**src/rtl/core/uf_rb_ram.sv**
```systemverilog
// generic simple dual-port ram with registered read
`timescale 1ns / 1ps

module uf_rb_ram #(
  parameter int WIDTH = 8,
  parameter int DEPTH = 16
) (
  input  logic                     clk,
  input  logic                     we,
  input  logic [$clog2(DEPTH)-1:0] waddr,
  input  logic [WIDTH-1:0]         wdata,
  input  logic [$clog2(DEPTH)-1:0] raddr,
  output logic [WIDTH-1:0]         rdata
);

  logic [WIDTH-1:0] mem [DEPTH];

  // one write and one registered read per cycle
  always_ff @(posedge clk) begin
    if (we) begin
      mem[waddr] <= wdata;
    end
    rdata <= mem[raddr];
  end

endmodule

```
**config.mk**
```make
export PLATFORM = sky130hd
export DESIGN_NAME = uf_rb_ram
export DESIGN_NICKNAME = d
export VERILOG_FILES = /design/src/rtl/core/uf_rb_ram.sv
export SDC_FILE = /design/constraint.sdc
export NUM_CORES = 1
export LEC_CHECK = 0
export BUFFER_PORTS_ARGS = -buffer_cell sky130_fd_sc_hd__buf_2
export CORE_AREA = 2 2 110 112
export DETAILED_ROUTE_END_ITERATION = 7
export DIE_AREA = 0 0 112 114
export GPL_ROUTABILITY_DRIVEN = 0
export SYNTH_ARGS = -nofsm -noshare
export SYNTH_HDL_FRONTEND = slang
export SYNTH_SLANG_ARGS = --single-unit
```
**constraint.sdc**
```tcl
create_clock -name clk -period 1.85 [get_ports clk]
set_input_delay 0 -clock clk [delete_from_list [all_inputs] [get_ports clk]]
set_output_delay 0 -clock clk [all_outputs]
set_load 0.005 [all_outputs]
```
==> metrics.txt <==
status=complete, no violations; core area=11700 µm²; routed len/inst=22.2 µm; largest net degree at the start of global routing=24; first-pass GRT wire length=15500 µm; Root Driver=clkbuf_16; final setup vio count=0; Max VDD drop=0.000645 V; clk slew on worst S/H paths=0.06 ns; area growth from synthesis to layout=21.4%; drt first pass iters=5; Yosys reg bits=136; Initial DRC Count=193; drt via density=5.54; Final #Nets=311; pwr dens=1150 nW/µm²; Chip Height=114 µm; Achievable Freq=0.715 GHz; DP Worst Slack=0.324 ns; detailed-route DRC error count=0; initial antenna violation count=0; Hold/Removal Path Class=primary input to flop; Max-slew headroom=68.8%; width of the die=112 µm; Syn Area/Cell=22.5 µm²; Final Hold Vio Count=0; setup ws final=0.452 ns; num ports=26; GR Util All Layers=17.4%; total CTS buffers=17; Mapped Cells=229; Worst Skew=0.00665 ns; Skew-Pair Late Insertion Delay=0.41 ns; I/O Buffers=25; Yosys cell types=19; Warnings, synthesis=0; Post-Syn Area=5150 µm²; crit path max fanout=1; post_cts resized=0; Post-DP Area=5560 µm²; Overflow after GRT=0; Period minus WS final=1.40 ns; sequential-to-total area share from yosys stat=77.8%; Pleak=2.14 nW; post-route design area=6250 µm²; Final TNS setup=0 ns; DPL Wire Length=6460 µm; slew of the pin with the lowest slew margin=0.465 ns; Vias=2511; Post-Syn Nets=247; Antenna Cells=0; vias in the first global route=2578; most common cell after layout, fill and taps aside=edfxtp_1; total power=7.19 mW; clk sinks=136; Max Cap Viol=0; RSZ-0062 raised after global routing=no; initial core utilization=44.0%; CTS tree=yes; Post-DRT Antenna Nets=0; highest-count cells in the layout ignoring fill and taps=128 x edfxtp_1, 25 x buf_2, 20 x buf_4; clock buffer depth=2; period utilization=75.6%; CP endpoint kind=flop; final-report max-slew violation count=0; WS Path Type=flop to flop; total wire length=10000 µm; CP arrival=1.69 ns; die area=12800 µm²; Startpoint Class=flop; Core Rows=40; H-tree depth=4; Critical Path RT=2.15 ns; layout cell share with drive strength beyond 1=31.7%
## cell usage after synthesis (all sizes together)
cell,instances,area (µm²)
edfxtp,128,3840
a22oi,16,120
and2b,1,7.51
nand2,9,33.8
nand3,1,5.00
mux4,32,773
nor2b,1,6.26
nand2b,2,12.5
clkdlybuf4s25,3,30.0
dfxtp,8,160
or3b,1,8.76
and2,1,6.26
nor3,4,20.0
nor2,13,48.8
nand3b,2,15.0
buf,7,56.3
## cell type report
type / instances / area [µm²]
fill: 949 / 5460
tap: 147 / 184
sequential: 136 / 4000
timing repair buffer: 55 / 395
clock inverter: 12 / 150
multi-input combinational: 83 / 1060
clock buffer: 20 / 457
## cell families (layout without fill, tap and decap cells)
kind of cell / count (synthesis) / after routing / share of synthesized area (%)
flip-flops: 136 / 136 / 77.8
AND/OR/NAND/NOR: 35 / 35 / 3.18
multiplexers: 32 / 32 / 15.0
AO/OA/AOI/OAI: 16 / 16 / 2.33
buffers and inverters: 10 / 87 / 1.68
## state kept, by name, summed over array words and instances (netlist names)
name and count:
mem 128, rdata 8
## layer usage
layer	global-route usage (%)	wire length (µm)	vias up
li1	-	-	1106
met1	23.6	4520	1327
met2	26.6	4910	65
met3	5.26	471	13
met4	7.07	146	0
met5	0	0	-
## critical path: stages, from the launching register on
cell and delay (ns):
edfxtp_1 0.35, mux4_1 0.59, a22oi_1 0.25, nand2_1 0.09
## per-stage QoR
| stage | util [%] | instances | hold WS (ns) |
|---|---|---|---|
| 4_1_cts | 53.3 | 453 | 0.000120 |
| 3_3_place_gp | 47.5 | 413 | 0.385 |
| 3_5_place_dp | 47.5 | 413 | 0.392 |
| 5_1_grt | 53.3 | 453 | 0.0249 |
| 6_report | 53.3 | 453 | 0.0123 |
| 2_1_floorplan | - | 229 | 0.0989 |
## report_power, final
group          internal [mW]  switching (mW)
Combinational          0.153           0.184
Clock                   2.18            1.20
Sequential              3.45          0.0203
## what timing repair did
action,CTS,global route
setup buffers,0,0
endpoints found under the hold margin,128,0
hold buffers,8,0
## final timing paths
check / startpoint / end / slack (ns) / depth (start not counted)
worst max-delay path: mem[5][0] / rdata[0] / 0.45 / 3
worst min-delay path: waddr[0] / mem[4][7] / 0.01 / 2
worst max register to register: mem[5][0] / rdata[0] / 0.45 / 3
worst min register to register: mem[11][2] / rdata[2] / 0.68 / 3
No activity file was read; power rests on OpenSTA's default activity.
